[config.mk]
export PLATFORM = sky130hd
export DESIGN_NAME = sector_cache_clock_tags_flat
export DESIGN_NICKNAME = d
export VERILOG_FILES = /design/src/scct_pkg.sv /design/src/scct_req_if.sv /design/src/scct_rsp_if.sv /design/src/scct_ctrl.sv /design/src/scct_dp.sv /design/src/sector_cache_clock_tags.sv /design/src/flat_wrapper.sv
export SDC_FILE = /design/constraint.sdc
export NUM_CORES = 2
export LEC_CHECK = 0
export BUFFER_PORTS_ARGS = -buffer_cell sky130_fd_sc_hd__buf_4
export CORE_UTILIZATION = 42
export CTS_CLUSTER_DIAMETER = 50
export DETAILED_ROUTE_END_ITERATION = 8
export GPL_TIMING_DRIVEN = 1
export HOLD_SLACK_MARGIN = 0.1
export MAX_ROUTING_LAYER = met4
export PLACE_DENSITY = 0.67
export SYNTH_ARGS = -nofsm -noshare
export SYNTH_HDL_FRONTEND = slang
export SYNTH_SLANG_ARGS = --single-unit
[constraint.sdc]
create_clock -name clk_i -period 5.2 [get_ports clk_i]
set_input_delay 0.52 -clock clk_i [delete_from_list [all_inputs] [get_ports clk_i]]
set_output_delay 0.52 -clock clk_i [all_outputs]
set_load 0.1 [all_outputs]
[src/scct_pkg.sv]
// Shared constants, types and command/status structs for the sector cache tag engine.
package scct_pkg;

  localparam int unsigned SLOTS        = 64;
  localparam int unsigned SLOT_W       = $clog2(SLOTS);
  localparam int unsigned SECTOR_W     = 32;
  localparam int unsigned SLOT_FIELD_W = 6;
  localparam int unsigned OP_W         = 2;
  localparam int unsigned RESULT_LIMIT = 64;
  localparam int unsigned CNT_W        = $clog2(RESULT_LIMIT + 1);

  typedef enum logic [OP_W-1:0] {
    OP_READ  = 2'd0,
    OP_WRITE = 2'd1,
    OP_FLUSH = 2'd2,
    OP_NONE  = 2'd3
  } op_e;

  typedef logic [SLOT_W-1:0] slot_t;

  typedef struct packed {
    logic accept;
    logic lk_step;
    logic sweep_step;
    logic emit_acc;
    logic fl_step;
    logic emit_fl;
  } cmd_t;

  typedef struct packed {
    logic lk_done;
    logic lk_match;
    logic lk_free;
    logic sweep_found;
    logic fl_cand;
    logic fl_end;
    logic fl_last;
    logic out_free;
  } status_t;

  typedef struct packed {
    logic                    hit;
    logic [SLOT_FIELD_W-1:0] slot;
    logic                    writeback;
    logic [SECTOR_W-1:0]     writeback_sector;
    logic                    fill;
    logic                    last;
  } rsp_t;

endpackage

[src/scct_req_if.sv]
// Request channel: operation and sector, valid/ready handshake.
interface scct_req_if;
  import scct_pkg::*;

  logic                valid;
  logic                ready;
  logic [OP_W-1:0]     operation;
  logic [SECTOR_W-1:0] sector;

  modport source (output valid, output operation, output sector, input ready);
  modport sink   (input valid, input operation, input sector, output ready);
endinterface

[src/scct_rsp_if.sv]
// Result channel: lookup/eviction/flush result, valid/ready handshake.
interface scct_rsp_if;
  import scct_pkg::*;

  logic                    valid;
  logic                    ready;
  logic                    hit;
  logic [SLOT_FIELD_W-1:0] slot;
  logic                    writeback;
  logic [SECTOR_W-1:0]     writeback_sector;
  logic                    fill;
  logic                    last;

  modport source (output valid, output hit, output slot, output writeback,
                  output writeback_sector, output fill, output last, input ready);
  modport sink   (input valid, input hit, input slot, input writeback,
                  input writeback_sector, input fill, input last, output ready);
endinterface

[src/scct_ctrl.sv]
// Controller state machine: sequences lookup, clock sweep, result and flush steps.
module scct_ctrl (
  input  logic                      clk_i,
  input  logic                      rst_ni,
  input  logic                      req_valid_i,
  input  logic [scct_pkg::OP_W-1:0] req_op_i,
  output logic                      req_ready_o,
  input  scct_pkg::status_t         status_i,
  output scct_pkg::cmd_t            cmd_o
);
  import scct_pkg::*;

  typedef enum logic [5:0] {
    ST_IDLE     = 6'b000001,
    ST_LOOKUP   = 6'b000010,
    ST_SWEEP    = 6'b000100,
    ST_EMIT_ACC = 6'b001000,
    ST_FL_SCAN  = 6'b010000,
    ST_FL_EMIT  = 6'b100000
  } state_e;

  state_e state_q, state_d;

  always_comb begin
    state_d     = state_q;
    cmd_o       = '0;
    req_ready_o = 1'b0;
    case (state_q)
      ST_IDLE: begin
        req_ready_o  = 1'b1;
        cmd_o.accept = req_valid_i;
        if (req_valid_i) begin
          case (op_e'(req_op_i))
            OP_READ, OP_WRITE: state_d = ST_LOOKUP;
            OP_FLUSH:          state_d = ST_FL_SCAN;
            default:           state_d = ST_IDLE;
          endcase
        end
      end
      ST_LOOKUP: begin
        cmd_o.lk_step = 1'b1;
        if (status_i.lk_done) begin
          if (status_i.lk_match || status_i.lk_free) state_d = ST_EMIT_ACC;
          else                                       state_d = ST_SWEEP;
        end
      end
      ST_SWEEP: begin
        cmd_o.sweep_step = 1'b1;
        if (status_i.sweep_found) state_d = ST_EMIT_ACC;
      end
      ST_EMIT_ACC: begin
        cmd_o.emit_acc = 1'b1;
        if (status_i.out_free) state_d = ST_IDLE;
      end
      ST_FL_SCAN: begin
        cmd_o.fl_step = 1'b1;
        if (status_i.fl_cand)     state_d = ST_FL_EMIT;
        else if (status_i.fl_end) state_d = ST_IDLE;
      end
      ST_FL_EMIT: begin
        cmd_o.emit_fl = 1'b1;
        if (status_i.out_free) begin
          state_d = status_i.fl_last ? ST_IDLE : ST_FL_SCAN;
        end
      end
      default: state_d = ST_IDLE;
    endcase
  end

  always_ff @(posedge clk_i or negedge rst_ni) begin
    if (!rst_ni) begin
      state_q <= ST_IDLE;
    end else begin
      state_q <= state_d;
    end
  end

`ifndef SYNTH
  // at most one datapath operation per cycle
  assert property (@(posedge clk_i) disable iff (!rst_ni)
    $onehot0({cmd_o.accept, cmd_o.lk_step, cmd_o.sweep_step,
              cmd_o.emit_acc, cmd_o.fl_step, cmd_o.emit_fl}))
    else $error("scct_ctrl: overlapping datapath commands");
`endif

endmodule

[src/scct_dp.sv]
// Datapath: tag memory, slot state bits, clock hand, scan counters, result register.
module scct_dp (
  input  logic                          clk_i,
  input  logic                          rst_ni,
  input  scct_pkg::cmd_t                cmd_i,
  output scct_pkg::status_t             status_o,
  input  logic [scct_pkg::OP_W-1:0]     req_op_i,
  input  logic [scct_pkg::SECTOR_W-1:0] req_sector_i,
  input  logic                          rsp_ready_i,
  output logic                          rsp_valid_o,
  output scct_pkg::rsp_t                rsp_o
);
  import scct_pkg::*;

  // tag memory, no reset: an entry is only looked at while its valid bit is set
  logic [SECTOR_W-1:0] mem [SLOTS];
  logic [SECTOR_W-1:0] rd_data_q;
  logic                mem_re, mem_we;
  slot_t               rd_addr;

  logic [SECTOR_W-1:0] sector_q;
  logic                write_q;

  logic [SLOTS-1:0] valid_q, valid_d, dirty_q, dirty_d, ref_q, ref_d;
  slot_t            hand_q, hand_d, idx_q, idx_d, cmp_idx_q, cmp_idx_d;
  slot_t            hit_slot_q, hit_slot_d, free_slot_q, free_slot_d, vict_q, vict_d;
  logic             issue_q, issue_d, cmp_vld_q, cmp_vld_d;
  logic             hit_q, hit_d, free_q, free_d;
  logic [CNT_W-1:0] cnt_q, cnt_d;
  logic             rsp_vld_q, rsp_vld_d;
  rsp_t             rsp_q, rsp_d;

  logic             cmp_match, cmp_empty, sweep_found, fl_cand, fl_last, rest_any;
  logic             out_free, acc_fire, fl_fire, evict;
  logic [SLOTS-1:0] above;
  slot_t            hand_next, idx_next, acc_slot;

  assign hand_next   = (hand_q == slot_t'(SLOTS - 1)) ? '0 : hand_q + 1'b1;
  assign idx_next    = (idx_q == slot_t'(SLOTS - 1)) ? '0 : idx_q + 1'b1;
  assign cmp_match   = cmp_vld_q && valid_q[cmp_idx_q] && (rd_data_q == sector_q);
  assign cmp_empty   = cmp_vld_q && !valid_q[cmp_idx_q];
  assign sweep_found = !valid_q[hand_q] || !ref_q[hand_q];
  assign fl_cand     = valid_q[idx_q] && dirty_q[idx_q];

  always_comb begin
    for (int j = 0; j < SLOTS; j++) begin
      above[j] = (slot_t'(j) > idx_q);
    end
  end

  assign rest_any = |(valid_q & dirty_q & above);
  assign fl_last  = !rest_any || (cnt_q == CNT_W'(RESULT_LIMIT - 1));
  assign out_free = !rsp_vld_q || rsp_ready_i;
  assign acc_fire = cmd_i.emit_acc && out_free;
  assign fl_fire  = cmd_i.emit_fl && out_free;
  assign evict    = !hit_q && !free_q;
  assign acc_slot = hit_q ? hit_slot_q : (free_q ? free_slot_q : vict_q);

  assign mem_re  = (cmd_i.lk_step && issue_q) || (cmd_i.sweep_step && sweep_found) ||
                   (cmd_i.fl_step && fl_cand);
  assign rd_addr = cmd_i.sweep_step ? hand_q : idx_q;
  assign mem_we  = acc_fire && !hit_q;

  always_comb begin
    valid_d     = valid_q;
    dirty_d     = dirty_q;
    ref_d       = ref_q;
    hand_d      = hand_q;
    idx_d       = idx_q;
    cmp_idx_d   = cmp_idx_q;
    hit_slot_d  = hit_slot_q;
    free_slot_d = free_slot_q;
    vict_d      = vict_q;
    issue_d     = issue_q;
    cmp_vld_d   = cmp_vld_q;
    hit_d       = hit_q;
    free_d      = free_q;
    cnt_d       = cnt_q;
    rsp_d       = rsp_q;

    if (cmd_i.accept) begin
      idx_d     = '0;
      issue_d   = 1'b1;
      cmp_vld_d = 1'b0;
      hit_d     = 1'b0;
      free_d    = 1'b0;
      cnt_d     = '0;
    end

    // lookup: read one tag per cycle, compare it the cycle after
    if (cmd_i.lk_step) begin
      cmp_vld_d = issue_q;
      cmp_idx_d = idx_q;
      if (issue_q) begin
        issue_d = (idx_q != slot_t'(SLOTS - 1));
        idx_d   = idx_next;
      end
      if (cmp_match && !hit_q) begin
        hit_d      = 1'b1;
        hit_slot_d = cmp_idx_q;
      end
      if (cmp_empty && !free_q) begin
        free_d      = 1'b1;
        free_slot_d = cmp_idx_q;
      end
    end

    // clock sweep: one slot per cycle
    if (cmd_i.sweep_step) begin
      hand_d = hand_next;
      if (sweep_found) vict_d = hand_q;
      else             ref_d[hand_q] = 1'b0;
    end

    if (acc_fire) begin
      ref_d[acc_slot] = 1'b1;
      if (hit_q) begin
        if (write_q) dirty_d[acc_slot] = 1'b1;
      end else begin
        valid_d[acc_slot] = 1'b1;
        dirty_d[acc_slot] = write_q;
      end
      rsp_d.hit              = hit_q;
      rsp_d.slot             = SLOT_FIELD_W'(acc_slot);
      rsp_d.writeback        = evict;
      rsp_d.writeback_sector = evict ? rd_data_q : '0;
      rsp_d.fill             = !hit_q;
      rsp_d.last             = 1'b1;
    end

    if (cmd_i.fl_step && !fl_cand) idx_d = idx_next;

    if (fl_fire) begin
      dirty_d[idx_q]         = 1'b0;
      cnt_d                  = cnt_q + 1'b1;
      idx_d                  = idx_next;
      rsp_d.hit              = 1'b0;
      rsp_d.slot             = SLOT_FIELD_W'(idx_q);
      rsp_d.writeback        = 1'b1;
      rsp_d.writeback_sector = rd_data_q;
      rsp_d.fill             = 1'b0;
      rsp_d.last             = fl_last;
    end

    if (acc_fire || fl_fire) rsp_vld_d = 1'b1;
    else if (rsp_ready_i)    rsp_vld_d = 1'b0;
    else                     rsp_vld_d = rsp_vld_q;
  end

  always_ff @(posedge clk_i or negedge rst_ni) begin
    if (!rst_ni) begin
      valid_q   <= '0;
      dirty_q   <= '0;
      ref_q     <= '1;
      hand_q    <= '0;
      idx_q     <= '0;
      cmp_idx_q <= '0;
      issue_q   <= 1'b0;
      cmp_vld_q <= 1'b0;
      hit_q     <= 1'b0;
      free_q    <= 1'b0;
      cnt_q     <= '0;
      rsp_vld_q <= 1'b0;
    end else begin
      valid_q   <= valid_d;
      dirty_q   <= dirty_d;
      ref_q     <= ref_d;
      hand_q    <= hand_d;
      idx_q     <= idx_d;
      cmp_idx_q <= cmp_idx_d;
      issue_q   <= issue_d;
      cmp_vld_q <= cmp_vld_d;
      hit_q     <= hit_d;
      free_q    <= free_d;
      cnt_q     <= cnt_d;
      rsp_vld_q <= rsp_vld_d;
    end
  end

  always_ff @(posedge clk_i) begin
    hit_slot_q  <= hit_slot_d;
    free_slot_q <= free_slot_d;
    vict_q      <= vict_d;
    rsp_q       <= rsp_d;
    if (cmd_i.accept) begin
      sector_q <= req_sector_i;
      write_q  <= (op_e'(req_op_i) == OP_WRITE);
    end
  end

  always_ff @(posedge clk_i) begin
    if (mem_we) mem[acc_slot] <= sector_q;
    if (mem_re) rd_data_q <= mem[rd_addr];
  end

  assign rsp_valid_o = rsp_vld_q;
  assign rsp_o       = rsp_q;

  assign status_o.lk_done     = !issue_q && !cmp_vld_q;
  assign status_o.lk_match    = hit_q;
  assign status_o.lk_free     = free_q;
  assign status_o.sweep_found = sweep_found;
  assign status_o.fl_cand     = fl_cand;
  assign status_o.fl_end      = (idx_q == slot_t'(SLOTS - 1));
  assign status_o.fl_last     = fl_last;
  assign status_o.out_free    = out_free;

`ifndef SYNTH
  // the sweep only runs with every slot occupied
  assert property (@(posedge clk_i) disable iff (!rst_ni)
    cmd_i.sweep_step |-> &valid_q)
    else $error("scct_dp: clock sweep with an empty slot");

  // a fill leaves its slot valid
  assert property (@(posedge clk_i) disable iff (!rst_ni)
    (acc_fire && !hit_q) |=> valid_q[$past(acc_slot)])
    else $error("scct_dp: filled slot not valid");

  // flush never exceeds its result budget
  assert property (@(posedge clk_i) disable iff (!rst_ni)
    fl_fire |-> (cnt_q < CNT_W'(RESULT_LIMIT)))
    else $error("scct_dp: flush result limit exceeded");
`endif

endmodule

[src/sector_cache_clock_tags.sv]
// Top level of the sector cache tag and clock replacement engine.
//
//  channel  | dir | transaction carries
//  ---------+-----+----------------------------------------------------------
//  req_i    | in  | operation (read/write/flush), sector
//  rsp_o    | out | hit, slot, writeback, writeback_sector, fill, last
//
// Sequence: a read or write scans all SLOTS tags from the single read port of
//   the tag memory, one per cycle, before a hit or a fill into an empty slot
//   gives its result; a full cache adds a clock sweep to pick a victim. A
//   flush scans the slots and writes back each dirty slot that it finds.
// Reset: no clearing pass; valid/dirty/reference bits and the hand reset at
//   once and the tag memory is left unset.
// Stalls: a held result parks the engine in its emit step; the next request
//   is taken as soon as the last result is registered.
module sector_cache_clock_tags (
  input  logic       clk_i,
  input  logic       rst_ni,
  scct_req_if.sink   req_i,
  scct_rsp_if.source rsp_o
);
  import scct_pkg::*;

  cmd_t    cmd;
  status_t status;
  rsp_t    rsp;
  logic    rsp_valid;

  // controller owns sequencing; datapath owns all slot state
  scct_ctrl u_ctrl (
    .clk_i       (clk_i),
    .rst_ni      (rst_ni),
    .req_valid_i (req_i.valid),
    .req_op_i    (req_i.operation),
    .req_ready_o (req_i.ready),
    .status_i    (status),
    .cmd_o       (cmd)
  );

  scct_dp u_dp (
    .clk_i        (clk_i),
    .rst_ni       (rst_ni),
    .cmd_i        (cmd),
    .status_o     (status),
    .req_op_i     (req_i.operation),
    .req_sector_i (req_i.sector),
    .rsp_ready_i  (rsp_o.ready),
    .rsp_valid_o  (rsp_valid),
    .rsp_o        (rsp)
  );

  // result register straight onto the channel
  assign rsp_o.valid            = rsp_valid;
  assign rsp_o.hit              = rsp.hit;
  assign rsp_o.slot             = rsp.slot;
  assign rsp_o.writeback        = rsp.writeback;
  assign rsp_o.writeback_sector = rsp.writeback_sector;
  assign rsp_o.fill             = rsp.fill;
  assign rsp_o.last             = rsp.last;

endmodule
[src/flat_wrapper.sv]
// flat-port wrapper written by rule: the top's interface ports become plain ports
module sector_cache_clock_tags_flat import scct_pkg::*;
  (clk_i, rst_ni, req_i_valid, req_i_operation, req_i_sector, req_i_ready, rsp_o_valid, rsp_o_hit, rsp_o_slot, rsp_o_writeback, rsp_o_writeback_sector, rsp_o_fill, rsp_o_last, rsp_o_ready);
  scct_req_if req_i_i ();
  scct_rsp_if rsp_o_i ();
  input  logic clk_i;
  input  logic rst_ni;
  input wire logic [$bits(req_i_i.valid)-1:0] req_i_valid;
  input wire logic [$bits(req_i_i.operation)-1:0] req_i_operation;
  input wire logic [$bits(req_i_i.sector)-1:0] req_i_sector;
  output wire logic [$bits(req_i_i.ready)-1:0] req_i_ready;
  output wire logic [$bits(rsp_o_i.valid)-1:0] rsp_o_valid;
  output wire logic [$bits(rsp_o_i.hit)-1:0] rsp_o_hit;
  output wire logic [$bits(rsp_o_i.slot)-1:0] rsp_o_slot;
  output wire logic [$bits(rsp_o_i.writeback)-1:0] rsp_o_writeback;
  output wire logic [$bits(rsp_o_i.writeback_sector)-1:0] rsp_o_writeback_sector;
  output wire logic [$bits(rsp_o_i.fill)-1:0] rsp_o_fill;
  output wire logic [$bits(rsp_o_i.last)-1:0] rsp_o_last;
  input wire logic [$bits(rsp_o_i.ready)-1:0] rsp_o_ready;
  assign req_i_i.valid = req_i_valid;
  assign req_i_i.operation = req_i_operation;
  assign req_i_i.sector = req_i_sector;
  assign req_i_ready = req_i_i.ready;
  assign rsp_o_valid = rsp_o_i.valid;
  assign rsp_o_hit = rsp_o_i.hit;
  assign rsp_o_slot = rsp_o_i.slot;
  assign rsp_o_writeback = rsp_o_i.writeback;
  assign rsp_o_writeback_sector = rsp_o_i.writeback_sector;
  assign rsp_o_fill = rsp_o_i.fill;
  assign rsp_o_last = rsp_o_i.last;
  assign rsp_o_i.ready = rsp_o_ready;
  sector_cache_clock_tags u_core (.clk_i(clk_i), .rst_ni(rst_ni), .req_i(req_i_i), .rsp_o(rsp_o_i));
endmodule
==> metrics <==
H-tree lvl count=5; ys flop type=edfxtp_1; cell area after synthesis=0.0983 mm²; Worst-Skew Late Latency=between 0.9 and 1 ns; clock share of power=0.357; vias in the first global route=around 63000; Routed WL=between 300000 and 400000 µm; antenna violations before repair=7; adder-cell area share of the yosys netlist=0.000763; Reg-to-Reg End=u_core.u_dp.rd_data_q[9]; Max Fclk=between 0.15 and 0.2 GHz; Hold WC Path Type=in2async; max-cap violation count=0; Die X=486 µm; Core ar.=~0.23 mm²; Pint=between 30 and 40 mW; Non-Filler Instances=about 11000; GPL Wtd Cong=around 1; dominant cells by area after synthesis=edfxtp_1 (66%), nand2_1 (5.3%), dfrtp_1 (4.1%); DR WL/cell=30.5 µm; number of DRC markers in iteration 0=about 9000; most frequent cells in the layout=edfxtp_1 (2170), nand2_1 (1387), nand3_1 (604); Syn Nets=7100; total track usage=0.277; r2r startpoint=u_core.u_ctrl.state_q[1]; Post-CTS Setup Bufs=0; post-synthesis mux area share=0.0468; outcome=finished, final reports clean; Inst Count DP=10100; total grt overflow=0; #FFs+latches synth=~2400; CTS tree=yes; # rows=between 150 and 200; maximum VDD drop=about 0.00043 V; Clock transition at path regs=roughly 0.060 ns; share of cells above drive strength 1=0.136; largest net degree at the start of global routing=about 170; Util after Layout=0.487; Place WS=around 0.11 ns; simple-gate area share of the yosys netlist=0.116; fin crit period=around 5.0 ns; largest area contributor in the netlist=edfxtp_1; post-synth cell types=83; via count=about 66000; RSZ-0062 raised after global routing=false; initial core utilization=0.423; largest family of logic cells by synthesized area=simple AND/OR/NAND/NOR gates; CP Capture Type=register; Design Area, Final=between 0.1 and 0.15 mm²; Required @ worst endpoint=between 5 and 6 ns; worst slew pin tran=between 1 and 1.5 ns; Setup crit start kind=register; post-synthesis sequential area ratio=0.722; switch share=0.303; fin. max-slew vios=0; Final ANT Viol Nets=0; arrival time worst endpoint=about 5.7 ns; Pre-Repair DR Iteration Count=6; critical setup path kind=reg2reg; Slew HR=0.0292; final hold slack=0.172 ns; Syn Area/Cell=about 14 µm²; Synth Warn #=0; Async SR Flop Fraction=0.0950; EDFF count, synth=2170; switching power=15.8 mW; Layout area overhead=15.2%; root buffer cell=clkbuf_16; PortBufs=81; fin nets=7321; pwr/cell area=roughly 460 mW/mm²; FF-to-FF path depth=10; post-synthesis compound-gate area fraction=0.0851; Yosys top cell area share=0.663; Fin Clk Skew=approximately 0.069 ns; Setup TNS=0 ns; Placed Area=between 0.1 and 0.15 mm²; Logic pwr share=0.195; most common cell after layout, fill and taps aside=edfxtp_1; Final HPWL DP=around 190000 µm; Final period util=0.968; global-route wire length before repair=between 400000 and 500000 µm; register share of total power=0.447; die area=about 0.24 mm²; total power=~52 mW; drt drc=0; final setup margin=~0.16 ns; height of the die=486 µm; Clock Path Buffers=4; Reg2Reg Setup Slack=0.16 ns; Pleak=~40 nW; Post-Syn Instances=roughly 7000; cts bufs inserted=between 200 and 300; Vias/cell=6.21; # clock sinks=around 2400; final setup violation count=0; IO Pins=82; Synth Area in XOR/XNOR=0.00312; Fin. Hold Viols=0; crit-path max FO=54
-- state kept, by name, indices dropped and copies added (netlist names), 6 cells and up --
register	cells
u_core.u_ctrl.state_q	6
u_core.u_dp.cmp_idx_q	6
u_core.u_dp.cnt_q	7
u_core.u_dp.dirty_q	64
u_core.u_dp.free_slot_q	6
u_core.u_dp.hand_q	6
u_core.u_dp.hit_slot_q	6
u_core.u_dp.idx_q	6
u_core.u_dp.mem	2048
u_core.u_dp.rd_data_q	32
u_core.u_dp.ref_q	64
u_core.u_dp.rsp_o	42
u_core.u_dp.sector_q	32
u_core.u_dp.valid_q	64
u_core.u_dp.vict_q	6
-- layer usage --
metal	global-route usage	part of all wire	up-vias
li1	-	-	27500
met1	0.349	0.37	33400
met2	0.413	0.45	4095
met3	0.0482	0.097	834
met4	0.182	0.075	0
met5	-	0	-
-- how the worst max path moves through the flow --
stage | end | slack (ns) | start | depth (start not counted)
global placement | u_core.u_dp.rd_data_q[9] | 0.13 | u_core.u_ctrl.state_q[1] | 10
finish | u_core.u_dp.rd_data_q[9] | 0.16 | u_core.u_ctrl.state_q[1] | 10
CTS | u_core.u_dp.rd_data_q[9] | 0.14 | u_core.u_ctrl.state_q[1] | 10
detailed placement | u_core.u_dp.rd_data_q[9] | 0.11 | u_core.u_ctrl.state_q[1] | 10
global route | u_core.u_dp.rd_data_q[9] | 0.14 | u_core.u_ctrl.state_q[1] | 10
floorplan | u_core.u_dp.rd_data_q[0] | 0.93 | u_core.u_dp.hand_q[0] | 11
-- layout make-up --
cell class	instances	area [µm²]
Inverter	73	274
Clock inverter	133	1130
Tap cell	3132	3920
Clock buffer	341	7460
Antenna cell	8	20.0
Sequential cell	2401	71000
Fill cell	19600	119000
Timing Repair Buffer	436	4590
Multi-Input combinational cell	4083	24900
-- critical path, cell delays in order, from the launching register on --
cell and delay (ns):
dfrtp_1 0.43, or3_1 0.65, o21ai_4 0.36, and2_4 0.88, buf_4 0.42, mux2i_1 0.23, a211oi_1 0.10, a2111oi_0 1.03
buf_4 0.25, a31oi_1 0.08, a211o_1 0.33
-- cells in the mapped netlist, drive strengths merged, types with 18 or more instances --
cell type  count
edfxtp      2170
a22o          51
a31oi        224
o2bb2ai       19
a21oi         78
dfstp         65
nand4         55
mux2i        308
mux4          59
nor3          26
o21ai         63
a221oi        52
a22oi         84
and2          50
and3         171
nand2       1390
a211o         29
a32oi        184
nand2b        71
clkbuf       253
buf          246
a2111oi       38
xor2          20
inv           72
nor2b         18
a211oi       212
dfrtp        163
nand3        605
nor2          97
-- power groups by stage --
| stage | clock [mW] | combinational (mW) | sequential (mW) |
|---|---|---|---|
| 2_1_floorplan | 0 | 5.92 | 23.7 |
| 3_3_place_gp | 0 | 9.81 | 23.7 |
| 3_5_place_dp | 0 | 9.98 | 23.7 |
| 4_1_cts | 18.8 | 10.1 | 23.3 |
| 5_1_grt | 19.5 | 10.8 | 23.3 |
| 6_report | 18.6 | 10.2 | 23.3 |
-- cell families (layout without fill, tap and decap cells) --
| logic type | count (synthesis) | in the layout |
|---|---|---|
| multiplexers | 384 | 384 |
| AND/OR/NAND/NOR | 2531 | 2531 |
| other | 0 | 8 |
| adder cells (fa/ha/maj) | 6 | 6 |
| AO/OA/AOI/OAI | 1127 | 1127 |
| XOR/XNOR | 35 | 35 |
| buffers and inverters | 572 | 983 |
| flip-flops | 2401 | 2401 |
-- timing repair --
| item | in CTS | in global routing |
|---|---|---|
| resized for setup | 0 | 0 |
| endpoints found under the hold margin | 125 | 0 |
| hold buffers | 38 | 0 |
(Power assumes the default switching activity.)
